## src/rclm_pkg.sv

```systemverilog
// Package for the remote code learn/match table: sizes, codes, item and control types.
package rclm_pkg;

  localparam int ENTRIES    = 16;
  localparam int CODE_BITS  = 24;
  localparam int CTRL_SHIFT = 4;
  localparam int IDX_W      = (ENTRIES > 1) ? $clog2(ENTRIES) : 1;
  localparam int USED_W     = $clog2(ENTRIES + 1);
  localparam int USED_MAX   = 31;

  localparam logic [2:0] ACT_CODE   = 3'd0;
  localparam logic [2:0] ACT_START  = 3'd1;
  localparam logic [2:0] ACT_EXIT   = 3'd2;
  localparam logic [2:0] ACT_DELETE = 3'd3;
  localparam logic [2:0] ACT_TICK   = 3'd4;

  localparam logic [2:0] RPT_NONE    = 3'd0;
  localparam logic [2:0] RPT_MATCH   = 3'd1;
  localparam logic [2:0] RPT_LEARNED = 3'd2;
  localparam logic [2:0] RPT_EXISTS  = 3'd3;
  localparam logic [2:0] RPT_FULL    = 3'd4;
  localparam logic [2:0] RPT_TIMEOUT = 3'd5;

  localparam logic [1:0] KIND_ALARM   = 2'd0;
  localparam logic [1:0] KIND_CONTROL = 2'd1;

  localparam logic [7:0] TIMEOUT_RESET = 8'd30;

  typedef logic [CODE_BITS-1:0] code_t;
  typedef logic [IDX_W-1:0]     idx_t;

  typedef struct packed {
    logic [2:0]  action;
    logic [23:0] rx_code;
    logic [1:0]  learn_type;
    logic [3:0]  entry_select;
  } in_item_t;

  typedef struct packed {
    logic [2:0]  report;
    logic [3:0]  hit_index;
    logic [1:0]  hit_type;
    logic [23:0] echo_code;
    logic [4:0]  used_entries;
    logic        learning;
  } out_item_t;

  typedef enum logic [1:0] {
    ST_IDLE,
    ST_SCAN,
    ST_DRAIN,
    ST_FINISH
  } state_e;

  typedef struct packed {
    logic load;
    logic scan_start;
    logic scan_step;
    logic finish;
  } dp_cmd_t;

  typedef struct packed {
    logic is_code;
    logic scan_last;
    logic out_free;
  } dp_status_t;

  function automatic logic entry_hit(logic [1:0] kind, code_t stored, code_t code);
    logic hit;
    hit = 1'b0;
    if (kind == KIND_CONTROL) begin
      hit = (stored[CODE_BITS-1:CTRL_SHIFT] == code[CODE_BITS-1:CTRL_SHIFT]);
    end else if (kind == KIND_ALARM) begin
      hit = (stored == code);
    end
    return hit;
  endfunction

endpackage

```

## src/rclm_ctrl.sv

```systemverilog
// Controller state machine: accept, table scan, drain and result write-back.
module rclm_ctrl import rclm_pkg::*; (
  input  logic       clk_i,
  input  logic       rst_ni,
  input  logic       in_valid_i,
  output logic       in_stall_o,
  input  dp_status_t status_i,
  output dp_cmd_t    cmd_o
);

  state_e state_q, state_d;

  always_ff @(posedge clk_i or negedge rst_ni) begin
    if (!rst_ni) begin
      state_q <= ST_IDLE;
    end else begin
      state_q <= state_d;
    end
  end

  always_comb begin
    state_d    = state_q;
    cmd_o      = '0;
    in_stall_o = 1'b1;
    case (state_q)
      ST_IDLE: begin
        in_stall_o = 1'b0;
        if (in_valid_i) begin
          cmd_o.load = 1'b1;
          if (status_i.is_code) begin
            cmd_o.scan_start = 1'b1;
            state_d          = ST_SCAN;
          end else begin
            state_d = ST_FINISH;
          end
        end
      end
      ST_SCAN: begin
        cmd_o.scan_step = 1'b1;
        if (status_i.scan_last) begin
          state_d = ST_DRAIN;
        end
      end
      ST_DRAIN: begin
        state_d = ST_FINISH;
      end
      ST_FINISH: begin
        if (status_i.out_free) begin
          cmd_o.finish = 1'b1;
          state_d      = ST_IDLE;
        end
      end
      default: begin
        state_d = ST_IDLE;
      end
    endcase
  end

endmodule

```

## src/rclm_dp.sv

```systemverilog
// Datapath: entry table, scan registers, learn state and output register.
module rclm_dp import rclm_pkg::*; (
  input  logic       clk_i,
  input  logic       rst_ni,
  input  in_item_t   in_data_i,
  input  logic       out_stall_i,
  output logic       out_valid_o,
  output out_item_t  out_data_o,
  input  logic       cfg_we_i,
  input  logic [7:0] cfg_wdata_i,
  input  dp_cmd_t    cmd_i,
  output dp_status_t status_o
);

  code_t      mem_code [ENTRIES];
  logic [1:0] mem_kind [ENTRIES];

  in_item_t    item_q;
  idx_t        cnt_q;
  logic        rd_vld_q;
  idx_t        rd_idx_q;
  code_t       rd_code_q;
  logic [1:0]  rd_kind_q;

  logic        match_found_q;
  idx_t        match_idx_q;
  logic [1:0]  match_kind_q;
  logic        free_found_q;
  idx_t        free_idx_q;

  logic [ENTRIES-1:0] valid_q, valid_d;
  logic [USED_W-1:0]  used_q, used_d;
  logic               learn_q, learn_d;
  logic [1:0]         pending_q, pending_d;
  logic [7:0]         elapsed_q, elapsed_d;
  logic [7:0]         timeout_q;

  logic       out_valid_q;
  out_item_t  out_q, res;
  logic       wr_en;
  code_t      code_in;
  idx_t       sel_idx;

  assign code_in = CODE_BITS'(item_q.rx_code);
  assign sel_idx = IDX_W'(item_q.entry_select);

  assign status_o.is_code   = (in_data_i.action == ACT_CODE);
  assign status_o.scan_last = (cnt_q == IDX_W'(ENTRIES - 1));
  assign status_o.out_free  = !out_valid_q || !out_stall_i;

  assign out_valid_o = out_valid_q;
  assign out_data_o  = out_q;

  always_ff @(posedge clk_i) begin
    if (cmd_i.load) begin
      item_q <= in_data_i;
    end
    if (wr_en) begin
      mem_code[free_idx_q] <= code_in;
      mem_kind[free_idx_q] <= pending_q;
    end
    rd_code_q <= mem_code[cnt_q];
    rd_kind_q <= mem_kind[cnt_q];
    rd_idx_q  <= cnt_q;
    if (cmd_i.finish) begin
      out_q <= res;
    end
  end

  always_ff @(posedge clk_i or negedge rst_ni) begin
    if (!rst_ni) begin
      cnt_q         <= '0;
      rd_vld_q      <= 1'b0;
      match_found_q <= 1'b0;
      match_idx_q   <= '0;
      match_kind_q  <= '0;
      free_found_q  <= 1'b0;
      free_idx_q    <= '0;
    end else begin
      rd_vld_q <= cmd_i.scan_step;
      if (cmd_i.scan_start) begin
        cnt_q         <= '0;
        match_found_q <= 1'b0;
        free_found_q  <= 1'b0;
      end else begin
        if (cmd_i.scan_step && !status_o.scan_last) begin
          cnt_q <= cnt_q + 1'b1;
        end
        if (rd_vld_q) begin
          if (valid_q[rd_idx_q] && !match_found_q &&
              entry_hit(rd_kind_q, rd_code_q, code_in)) begin
            match_found_q <= 1'b1;
            match_idx_q   <= rd_idx_q;
            match_kind_q  <= rd_kind_q;
          end
          if (!valid_q[rd_idx_q] && !free_found_q) begin
            free_found_q <= 1'b1;
            free_idx_q   <= rd_idx_q;
          end
        end
      end
    end
  end

  always_comb begin
    valid_d   = valid_q;
    used_d    = used_q;
    learn_d   = learn_q;
    pending_d = pending_q;
    elapsed_d = elapsed_q;
    wr_en     = 1'b0;
    res       = '0;
    case (item_q.action)
      ACT_CODE: begin
        res.echo_code = 24'(code_in);
        if (!learn_q) begin
          if (match_found_q) begin
            res.report    = RPT_MATCH;
            res.hit_index = 4'(match_idx_q);
            res.hit_type  = match_kind_q;
          end
        end else begin
          if (!free_found_q) begin
            res.report = RPT_FULL;
          end else if (!match_found_q) begin
            wr_en              = cmd_i.finish;
            valid_d[free_idx_q] = 1'b1;
            used_d             = used_q + 1'b1;
            res.report         = RPT_LEARNED;
            res.hit_index      = 4'(free_idx_q);
            res.hit_type       = pending_q;
          end else begin
            res.report    = RPT_EXISTS;
            res.hit_index = 4'(match_idx_q);
            res.hit_type  = match_kind_q;
          end
          learn_d   = 1'b0;
          elapsed_d = '0;
        end
      end
      ACT_START: begin
        if (!learn_q) begin
          elapsed_d = '0;
        end
        learn_d   = 1'b1;
        pending_d = item_q.learn_type;
      end
      ACT_EXIT: begin
        learn_d   = 1'b0;
        elapsed_d = '0;
      end
      ACT_DELETE: begin
        if ((32'(item_q.entry_select) < ENTRIES) && valid_q[sel_idx]) begin
          valid_d[sel_idx] = 1'b0;
          used_d           = used_q - 1'b1;
        end
      end
      ACT_TICK: begin
        if (learn_q) begin
          if (elapsed_q >= timeout_q) begin
            res.report = RPT_TIMEOUT;
            learn_d    = 1'b0;
            elapsed_d  = '0;
          end else begin
            elapsed_d = elapsed_q + 8'd1;
          end
        end
      end
      default: begin
        res.report = RPT_NONE;
      end
    endcase
    res.used_entries = (32'(used_d) > USED_MAX) ? 5'(USED_MAX) : 5'(used_d);
    res.learning     = learn_d;
  end

  always_ff @(posedge clk_i or negedge rst_ni) begin
    if (!rst_ni) begin
      valid_q     <= '0;
      used_q      <= '0;
      learn_q     <= 1'b0;
      pending_q   <= '0;
      elapsed_q   <= '0;
      timeout_q   <= TIMEOUT_RESET;
      out_valid_q <= 1'b0;
    end else begin
      if (cfg_we_i) begin
        timeout_q <= cfg_wdata_i;
      end
      if (cmd_i.finish) begin
        valid_q     <= valid_d;
        used_q      <= used_d;
        learn_q     <= learn_d;
        pending_q   <= pending_d;
        elapsed_q   <= elapsed_d;
        out_valid_q <= 1'b1;
      end else if (!out_stall_i) begin
        out_valid_q <= 1'b0;
      end
    end
  end

endmodule

```

## src/remote_code_learn_match_table.sv

```systemverilog
// Remote code learn/match table, top level.
// Received code: all 16 table entries are read through the single memory read port, then a drain
// and a finish step write back the registered result; no new transfer is accepted until the
// finish. Other actions go straight from acceptance to the finish step.
// A result stalled at the output holds the next item in its finish cycle.
// Reset clears all entries, leaves learn mode and sets the timeout to 30 seconds.
module remote_code_learn_match_table import rclm_pkg::*; (
  input  logic       clk_i,
  input  logic       rst_ni,
  input  logic       in_valid_i,
  output logic       in_stall_o,
  input  in_item_t   in_data_i,
  output logic       out_valid_o,
  input  logic       out_stall_i,
  output out_item_t  out_data_o,
  input  logic       cfg_we_i,
  input  logic [7:0] cfg_wdata_i
);

  dp_cmd_t    cmd;
  dp_status_t status;

  rclm_ctrl u_ctrl (
    .clk_i      (clk_i),
    .rst_ni     (rst_ni),
    .in_valid_i (in_valid_i),
    .in_stall_o (in_stall_o),
    .status_i   (status),
    .cmd_o      (cmd)
  );

  rclm_dp u_dp (
    .clk_i       (clk_i),
    .rst_ni      (rst_ni),
    .in_data_i   (in_data_i),
    .out_stall_i (out_stall_i),
    .out_valid_o (out_valid_o),
    .out_data_o  (out_data_o),
    .cfg_we_i    (cfg_we_i),
    .cfg_wdata_i (cfg_wdata_i),
    .cmd_i       (cmd),
    .status_o    (status)
  );

endmodule
```

## config.mk

```make
export PLATFORM = sky130hd
export DESIGN_NAME = remote_code_learn_match_table
export DESIGN_NICKNAME = d
export VERILOG_FILES = /design/src/rclm_pkg.sv /design/src/rclm_ctrl.sv /design/src/rclm_dp.sv /design/src/remote_code_learn_match_table.sv
export SDC_FILE = /design/constraint.sdc
export NUM_CORES = 1
export LEC_CHECK = 0
export ABC_CLOCK_PERIOD_IN_PS = 7300
export BUFFER_PORTS_ARGS = -buffer_cell sky130_fd_sc_hd__buf_2
export CORE_AREA = 2 2 234 178
export CTS_BUF_LIST = sky130_fd_sc_hd__clkbuf_8
export DETAILED_ROUTE_END_ITERATION = 10
export DIE_AREA = 0 0 236 180
export PLACE_DENSITY_LB_ADDON = 0.2
export REMOVE_ABC_BUFFERS = 1
export SLEW_MARGIN = 15
export SYNTH_ARGS = -nofsm -noshare
export SYNTH_HDL_FRONTEND = slang
export SYNTH_HIERARCHICAL = 1
export SYNTH_SLANG_ARGS = --single-unit
```

## constraint.sdc

```tcl
create_clock -name clk_i -period 7.3 [get_ports clk_i]
set_clock_uncertainty 0.05 [all_clocks]
set_input_delay 1.095 -clock clk_i [delete_from_list [all_inputs] [get_ports clk_i]]
set_output_delay 1.095 -clock clk_i [all_outputs]
set_load 0.1 [all_outputs]
```

==> metrics, run 1 <==
outcome finished clean; DR iter-0 viols ~1.2k; synth warn 6; worst reg-to-reg path cell count 4; Syn Area/Cell 19.5 um2; RePlAce Congestion ~0.81; die height between 150 and 200 um; Setup crit end u_dp/mem_code[10][11]; Residual DRC 0; commonest cells in the netlist 488 x edfxtp_1, 133 x mux4_2, 56 x dfrtp_1, 47 x nor2_1, 35 x nand2_1; fin nets 1370; hpwl dp 27900 um; Pins Over Slew Limit 0; routed wire length per instance roughly 25 um; worst skew pair latency between 0.6 and 0.7 ns; kind of critical path reg2reg; setup TNS 0 ns; CP Data Required Time approximately 7.6 ns; Total Power Consumption 9.43 mW; Die Wd between 200 and 250 um; CP startpoint u_dp/item_q[30]; drt total wl ~48000 um; final-report hold violation count 0; Synth cell types between 60 and 70; worst-path maximum fanout 16; max-cap violations 0; R2R Path Start u_dp/item_q[30]; r2r endpoint u_dp/mem_code[10][11]; Slew HR between 20% and 30%; Pre-antenna DRT Iters 5; CTS hold repair buffers 0; register area share after synthesis 73.9%; Mapped Area roughly 23000 um2; post-CTS setup buffers 0; I/O Buffers 86; die area between 40000 and 50000 um2; Clock Tree Buf Depth 3; Worst Hold Class reg2reg; Finish-stage setup viols 0; worst slew pin tran 1.05 ns; Crit. End Element register; CTS tree yes; Power per Cell Area between 300 and 400 nW/um2; htree depth 3; cts repair resizes 0; Hold Slack 0.420 ns; Vias around 12k; Tcrit/Tclk final 50.7%; layout cells sized above 1 between 20 and 30%; RSZ-0062 raised after global routing no; Yosys reg bits slightly below 600; Top FF cell, synth edfxtp_1; Cells after Synth 1162; Initial Util a little under three fifths; IO Pins just under 90; Final Cell Area 25700 um2; leakage power total ~8.9 nW; initial antenna violation count 1; clk sinks 578; number of flops mapped to enable cells by yosys between 400 and 500; gr usage total about a quarter; CP startpoint kind register; Layout area overhead 13.3%; largest cells by area after synthesis edfxtp_1 65%, mux4_2 13%, dfrtp_1 6.2%; Synth top area share about 65%; CTS clk-pin slew, worst paths around 0.070 ns; Fmax achieved between 200 and 300 MHz; Placed Area between 20000 and 25000 um2; largest net degree at the start of global routing between 60 and 70; Max VDD drop ~210 uV; most common cell in the netlist edfxtp_1; gr ovfl total 0; worst path arrival time 3.97 ns; r2r setup slk approximately 3.6 ns; number of fill cells in the layout 2726; CORE AREA a little over 40000 um2; Reg area approximately 17000 um2; via density per instance a little over 6; post-synth top area cell edfxtp_1; total CTS buffers 86; Async S/R FF share, synth approximately a tenth; Tmin final between 3 and 4 ns; Root Buffer clkbuf_8; global-route wire length before repair around 73000 um; vias in the first global route ~12k; Cell Rows 64; Post-DRT Antenna Nets 0; area of the multi-input gates around 5700 um2; Finished Core Util 63.8%
[power breakdown]
part | internal, mW | leakage, nW | switching [mW]
combinational | 0.979 | 2.50 | 1.29
sequential | 3.96 | 5.43 | 0.476
clock | 1.50 | 0.994 | 1.23
[per-layer routing]
layer | vias to the layer above | track usage [%] | share of wire [%]
li1 | 4981 | - | -
met1 | 6059 | 36.0 | 45
met2 | 442 | 34.5 | 46
met3 | 59 | 5.27 | 7.8
met4 | 0 | 5.53 | 1.4
met5 | - | 0 | 0
[critical path, cell delays in order (launching register included)]
cell	delay, ns
edfxtp_1	0.51
or3_1	0.59
or4_1	0.89
nor3_4	0.92
buf_4	0.41
[area by class of cell]
class	count	area share, %
Sequential cell	578	65.2
Inverter	28	0.409
Tap cell	528	2.57
Clock inverter	62	1.75
Clock buffer	100	5.35
Timing Repair Buffer	114	2.49
Antenna cell	2	0.0195
Multi-Input combinational cell	500	22.2
[state kept, by name, indices dropped and copies added, names as in the netlist, 2 cells and up]
register           flops
u_dp/mem_kind         32
u_dp/match_idx_q       4
u_dp/timeout_q         8
u_dp/item_q            5
u_dp/rd_code_q        24
u_dp/out_data_o       39
u_dp/code_in          24
u_dp/rd_idx_q          4
u_dp/free_idx_q        4
u_dp/sel_idx           4
u_dp/mem_code        384
u_dp/elapsed_q         8
u_dp/rd_kind_q         2
u_dp/used_q            5
u_dp/pending_q         2
u_dp/match_kind_q      2
u_dp/valid_q          16
u_ctrl/state_q         2
u_dp/cnt_q             4
[cells in the final DEF (no fill, tap or decap), types with 9 or more instances in the layout]
cell type / instances
nor2_1: 46
nor3_4: 12
clkinv_2: 11
dfxtp_1: 30
a21oi_1: 31
mux4_2: 133
buf_4: 28
ha_1: 16
clkbuf_8: 100
o21ai_0: 15
dfrtp_1: 53
clkinv_1: 21
and2_1: 32
nand4_1: 9
edfxtp_1: 488
inv_1: 46
buf_2: 86
nand2_1: 35
nand3_1: 13
xnor2_1: 28
[cell families after synthesis]
group           share of synthesized area, %
fa+ha+maj                              0.883
simple gates                            5.01
flops                                   73.9
mux                                     14.5
xor+xnor                                1.39
buf+inv                                 1.53
compound gates                          2.77
[worst min-delay path by stage]
stage	start	endpoint	slack (ns)	cells after the start
final	u_dp/item_q[4]	u_dp/pending_q[0]	0.42	1
after global routing	u_dp/item_q[4]	u_dp/pending_q[0]	0.43	1
after CTS	u_dp/item_q[4]	u_dp/pending_q[0]	0.43	1
after detailed placement	u_dp/item_q[4]	u_dp/pending_q[0]	0.41	1
after global placement	u_dp/item_q[5]	u_dp/pending_q[1]	0.41	1
after floorplan	u_dp/item_q[4]	u_dp/pending_q[0]	0.40	1
[metrics by stage]
step | cells | setup slack (ns)
6_report | 1912 | 3.60
3_3_place_gp | 1748 | 3.08
3_5_place_dp | 1748 | 3.02
4_1_cts | 1910 | 3.55
5_1_grt | 1910 | 3.42
2_1_floorplan | 1106 | 1.73
No activity file was read; power rests on OpenSTA's default activity.
==> inputs of run 2 (changes only) <==
Settings changed: ABC_AREA set to 1, ABC_CLOCK_PERIOD_IN_PS 7300 to 3300, CORE_AREA 2 2 234 178 to 2 2 237 181, DIE_AREA 0 0 236 180 to 0 0 239 183.
Clock period 7.3 ns to 3.3 ns, I/O delays scaled along.
==> metrics, run 2 <==
outcome finished clean (unchanged); Worst Hold Class in2reg (was reg2reg); CTS hold repair buffers 40 (was 0); Hold Path Depth 1 (unchanged); gr busiest metal met2 (was met1); clk sinks 578 (unchanged); most frequent cells in the layout 488 x edfxtp_1, 285 x nor2_1, 284 x o21ai_0 (was 488 x edfxtp_1, 133 x mux4_2, 100 x clkbuf_8); largest net degree at the start of global routing 83 (was 63); met3 Use GR 5.72% (was 5.27%); IO Pins 87 (unchanged); Tcrit/Tclk final roughly three quarters; Most flops, register u_dp/mem_code (unchanged); post-synth top area cell edfxtp_1 (unchanged); critical-path cell list inv_1 > ha_1 > inv_1 > buf_2 (was or3_1 > or4_1 > nor3_4 > buf_4); met2 Resource Use GR 41.7% (was 34.5%); Clock Tree Buf Depth 3 (unchanged); r2r setup slk 0.87 ns (was 3.60 ns); CP Data Required Time 2.75 ns (was 7.57 ns); RSZ-0062 raised after global routing no (unchanged); r2r endpoint u_dp/mem_code[8][22] (was u_dp/mem_code[10][11]); I/O Buffers 86 (unchanged); leakage power total 9.80 nW (was 8.92 nW); worst reg-to-reg path cell count 8 (was 4); Synth top area share 62.9% (was 64.6%); Slowest Stage Delay on Critical Path 0.42 ns (was 0.92 ns); post-CTS setup buffers 0 (unchanged); hpwl dp 31100 um (was 27900 um); number of diodes 0 (was 2); Cell Rows 65 (was 64); Cells after Synth 1949 (was 1162); commonest non-fill, non-tap cell in the layout edfxtp_1 (unchanged); placed insts 2518 (was 1748); total CTS buffers 87 (was 86); htree depth 3 (unchanged); most frequent cell on the critical path inv_1; setup TNS 0 ns (unchanged); worst skew pair latency 0.66 ns (was 0.65 ns); CTS clk-pin slew, worst paths 0.07 ns (about the same); Hold Slack 0.0371 ns (was 0.420 ns); Initial Util 56.2% (was 56.3%); Finish-stage setup viols 0 (unchanged); worst-path maximum fanout 6 (was 16); register area share after synthesis 71.9% (was 73.9%); Synth cell types 40 (was 67); Finished Core Util 64.1% (was 63.8%); Pre-antenna DRT Iters 5 (unchanged); worst path arrival time 1.90 ns (was 3.97 ns); max-cap violations 0 (unchanged); WHS Endpoint u_dp/code_in[12] (was u_dp/pending_q[0]); Reg area 16800 um2 (about the same); commonest cells in the netlist 488 x edfxtp_1, 286 x nor2_1, 284 x o21ai_0, 270 x nand2_1, 99 x inv_1 (was 488 x edfxtp_1, 133 x mux4_2, 56 x dfrtp_1, 47 x nor2_1, 35 x nand2_1); Async S/R FF share, synth 10.4% (unchanged); synth warn 6 (unchanged); CTS tree yes (unchanged); global-route met1 utilization 37.9% (was 36.0%); Fmax achieved around 410 MHz; Post-DRT Antenna Nets 0 (unchanged); most common cell in the netlist edfxtp_1 (unchanged); drt total wl 57800 um (was 47800 um); worst slew pin tran 0.845 ns (was 1.05 ns); Layout area overhead 14.0% (was 13.3%); Vias 15.9k (was 11.5k); Crit. End Element output pin (was register); final worst slack 0.854 ns (was 3.60 ns); Yosys reg bits 578 (unchanged); Final Cell Area 26600 um2 (was 25700 um2); Layout Cells excl Fill 2713 (was 1912); fin nets 2173 (was 1370); number of flops mapped to enable cells by yosys 488 (unchanged); Total Power Consumption 22.1 mW (was 9.43 mW); largest cells by area after synthesis edfxtp_1 63%, o21ai_0 6.1%, dfrtp_1 6.0% (was edfxtp_1 65%, mux4_2 13%, dfrtp_1 6.2%); worst hold path startpoint in_data_i[18] (was u_dp/item_q[4]); area of the multi-input gates 5820 um2 (was 5700 um2); Tmin final ~2.4 ns; die height 183 um (was 180 um); Power per Cell Area 831 nW/um2 (was 367 nW/um2); max FFs per register 384 (unchanged); global-route wire length before repair 88500 um (was 73000 um); layout cells sized above 1 13.6% (was 29.5%); gr usage total 27.0% (was 23.4%); routed wire length per instance 21.3 um (was 25.0 um); DR iter-0 viols 1738 (was 1177); CP startpoint kind register (unchanged); Mapped Area 23300 um2 (was 22700 um2); via density per instance 5.85 (was 6.04); number of fill cells in the layout 3115 (was 2726); Top FF cell, synth edfxtp_1 (unchanged); gr ovfl total 0 (unchanged); slowest stage cell, crit path buf_2 (was nor3_4); pre-CTS WS 0.850 ns (was 3.02 ns); Placed Area 24500 um2 (was 23900 um2); initial antenna violation count 0 (was 1); Max VDD drop 515 uV (was 213 uV); Pins Over Slew Limit 0 (unchanged); Syn Area/Cell 12.0 um2 (was 19.5 um2); CORE AREA 41500 um2 (was 40300 um2); die area 43700 um2 (was 42500 um2); cts repair resizes 0 (unchanged); Slew HR 43.6% (was 29.9%); vias in the first global route 15.5k (was 11.6k); R2R Path Start u_dp/learn_q (was u_dp/item_q[30]); Root Buffer clkbuf_8 (unchanged); RePlAce Congestion 0.888 (was 0.806); Residual DRC 0 (unchanged); kind of critical path reg2out (was reg2reg); Die Wd 239 um (was 236 um); final-report hold violation count 0 (unchanged)
[run 2: changes by cell type after synthesis, moves of 62 or more]
cell     change
mux4_2     -133
nand2_1    +235
nand3_1     +78
inv_1       +72
o21ai_0    +269
o22ai_1     +62
nor2_1     +239
[run 2: final cells by class]
cell class | instances | area share (%)
sequential | 578 | 63.1
multi-input combinational | 1168 | 21.9
clock buffer | 103 | 5.33
timing repair buffer | 171 | 4.82
tap | 536 | 2.52
inverter | 105 | 1.50
clock inverter | 52 | 0.819
[run 2: worst max-delay path by stage]
stage / start / endpoint / slack, ns / cells past startpoint
final: u_ctrl/state_q[0] / in_stall_o / 0.85 / 4
after global placement: out_stall_i / u_dp/mem_code[13][16] / 0.86 / 8
after floorplan: u_dp/cnt_q[0] / u_dp/rd_code_q[0] / -4.41 / 5
after detailed placement: out_stall_i / u_dp/mem_code[13][16] / 0.85 / 8
after CTS: u_ctrl/state_q[0] / in_stall_o / 0.81 / 4
after global routing: u_dp/item_q[30] / u_dp/valid_q[10] / 0.68 / 8
[run 2: critical path: cells and delay by family, from the launching register on]
family     cells  cell delay [ns]
fa+ha+maj      1             0.27
flops          1             0.39
buf+inv        3             0.59
[run 2: logic make-up after synthesis]
group / Yosys count / synth area share (%)
simple gates: 693 / 12.2
buf+inv: 203 / 3.46
xor+xnor: 22 / 0.827
flops: 578 / 71.9
fa+ha+maj: 16 / 0.859
compound gates: 434 / 10.6
mux: 3 / 0.145
[run 2: per-layer routing]
layer  vias up  wire length [um]
met5         -                 0
met4         0              1760
met3       121              5140
met2       707             26500
met1      7741             24300
li1       7296                 -
[run 2: power by group]
part	total [mW]	internal [mW]	switching, mW
logic	6.90	1.91	4.99
registers	9.68	8.86	0.820
clock network	5.51	2.82	2.69
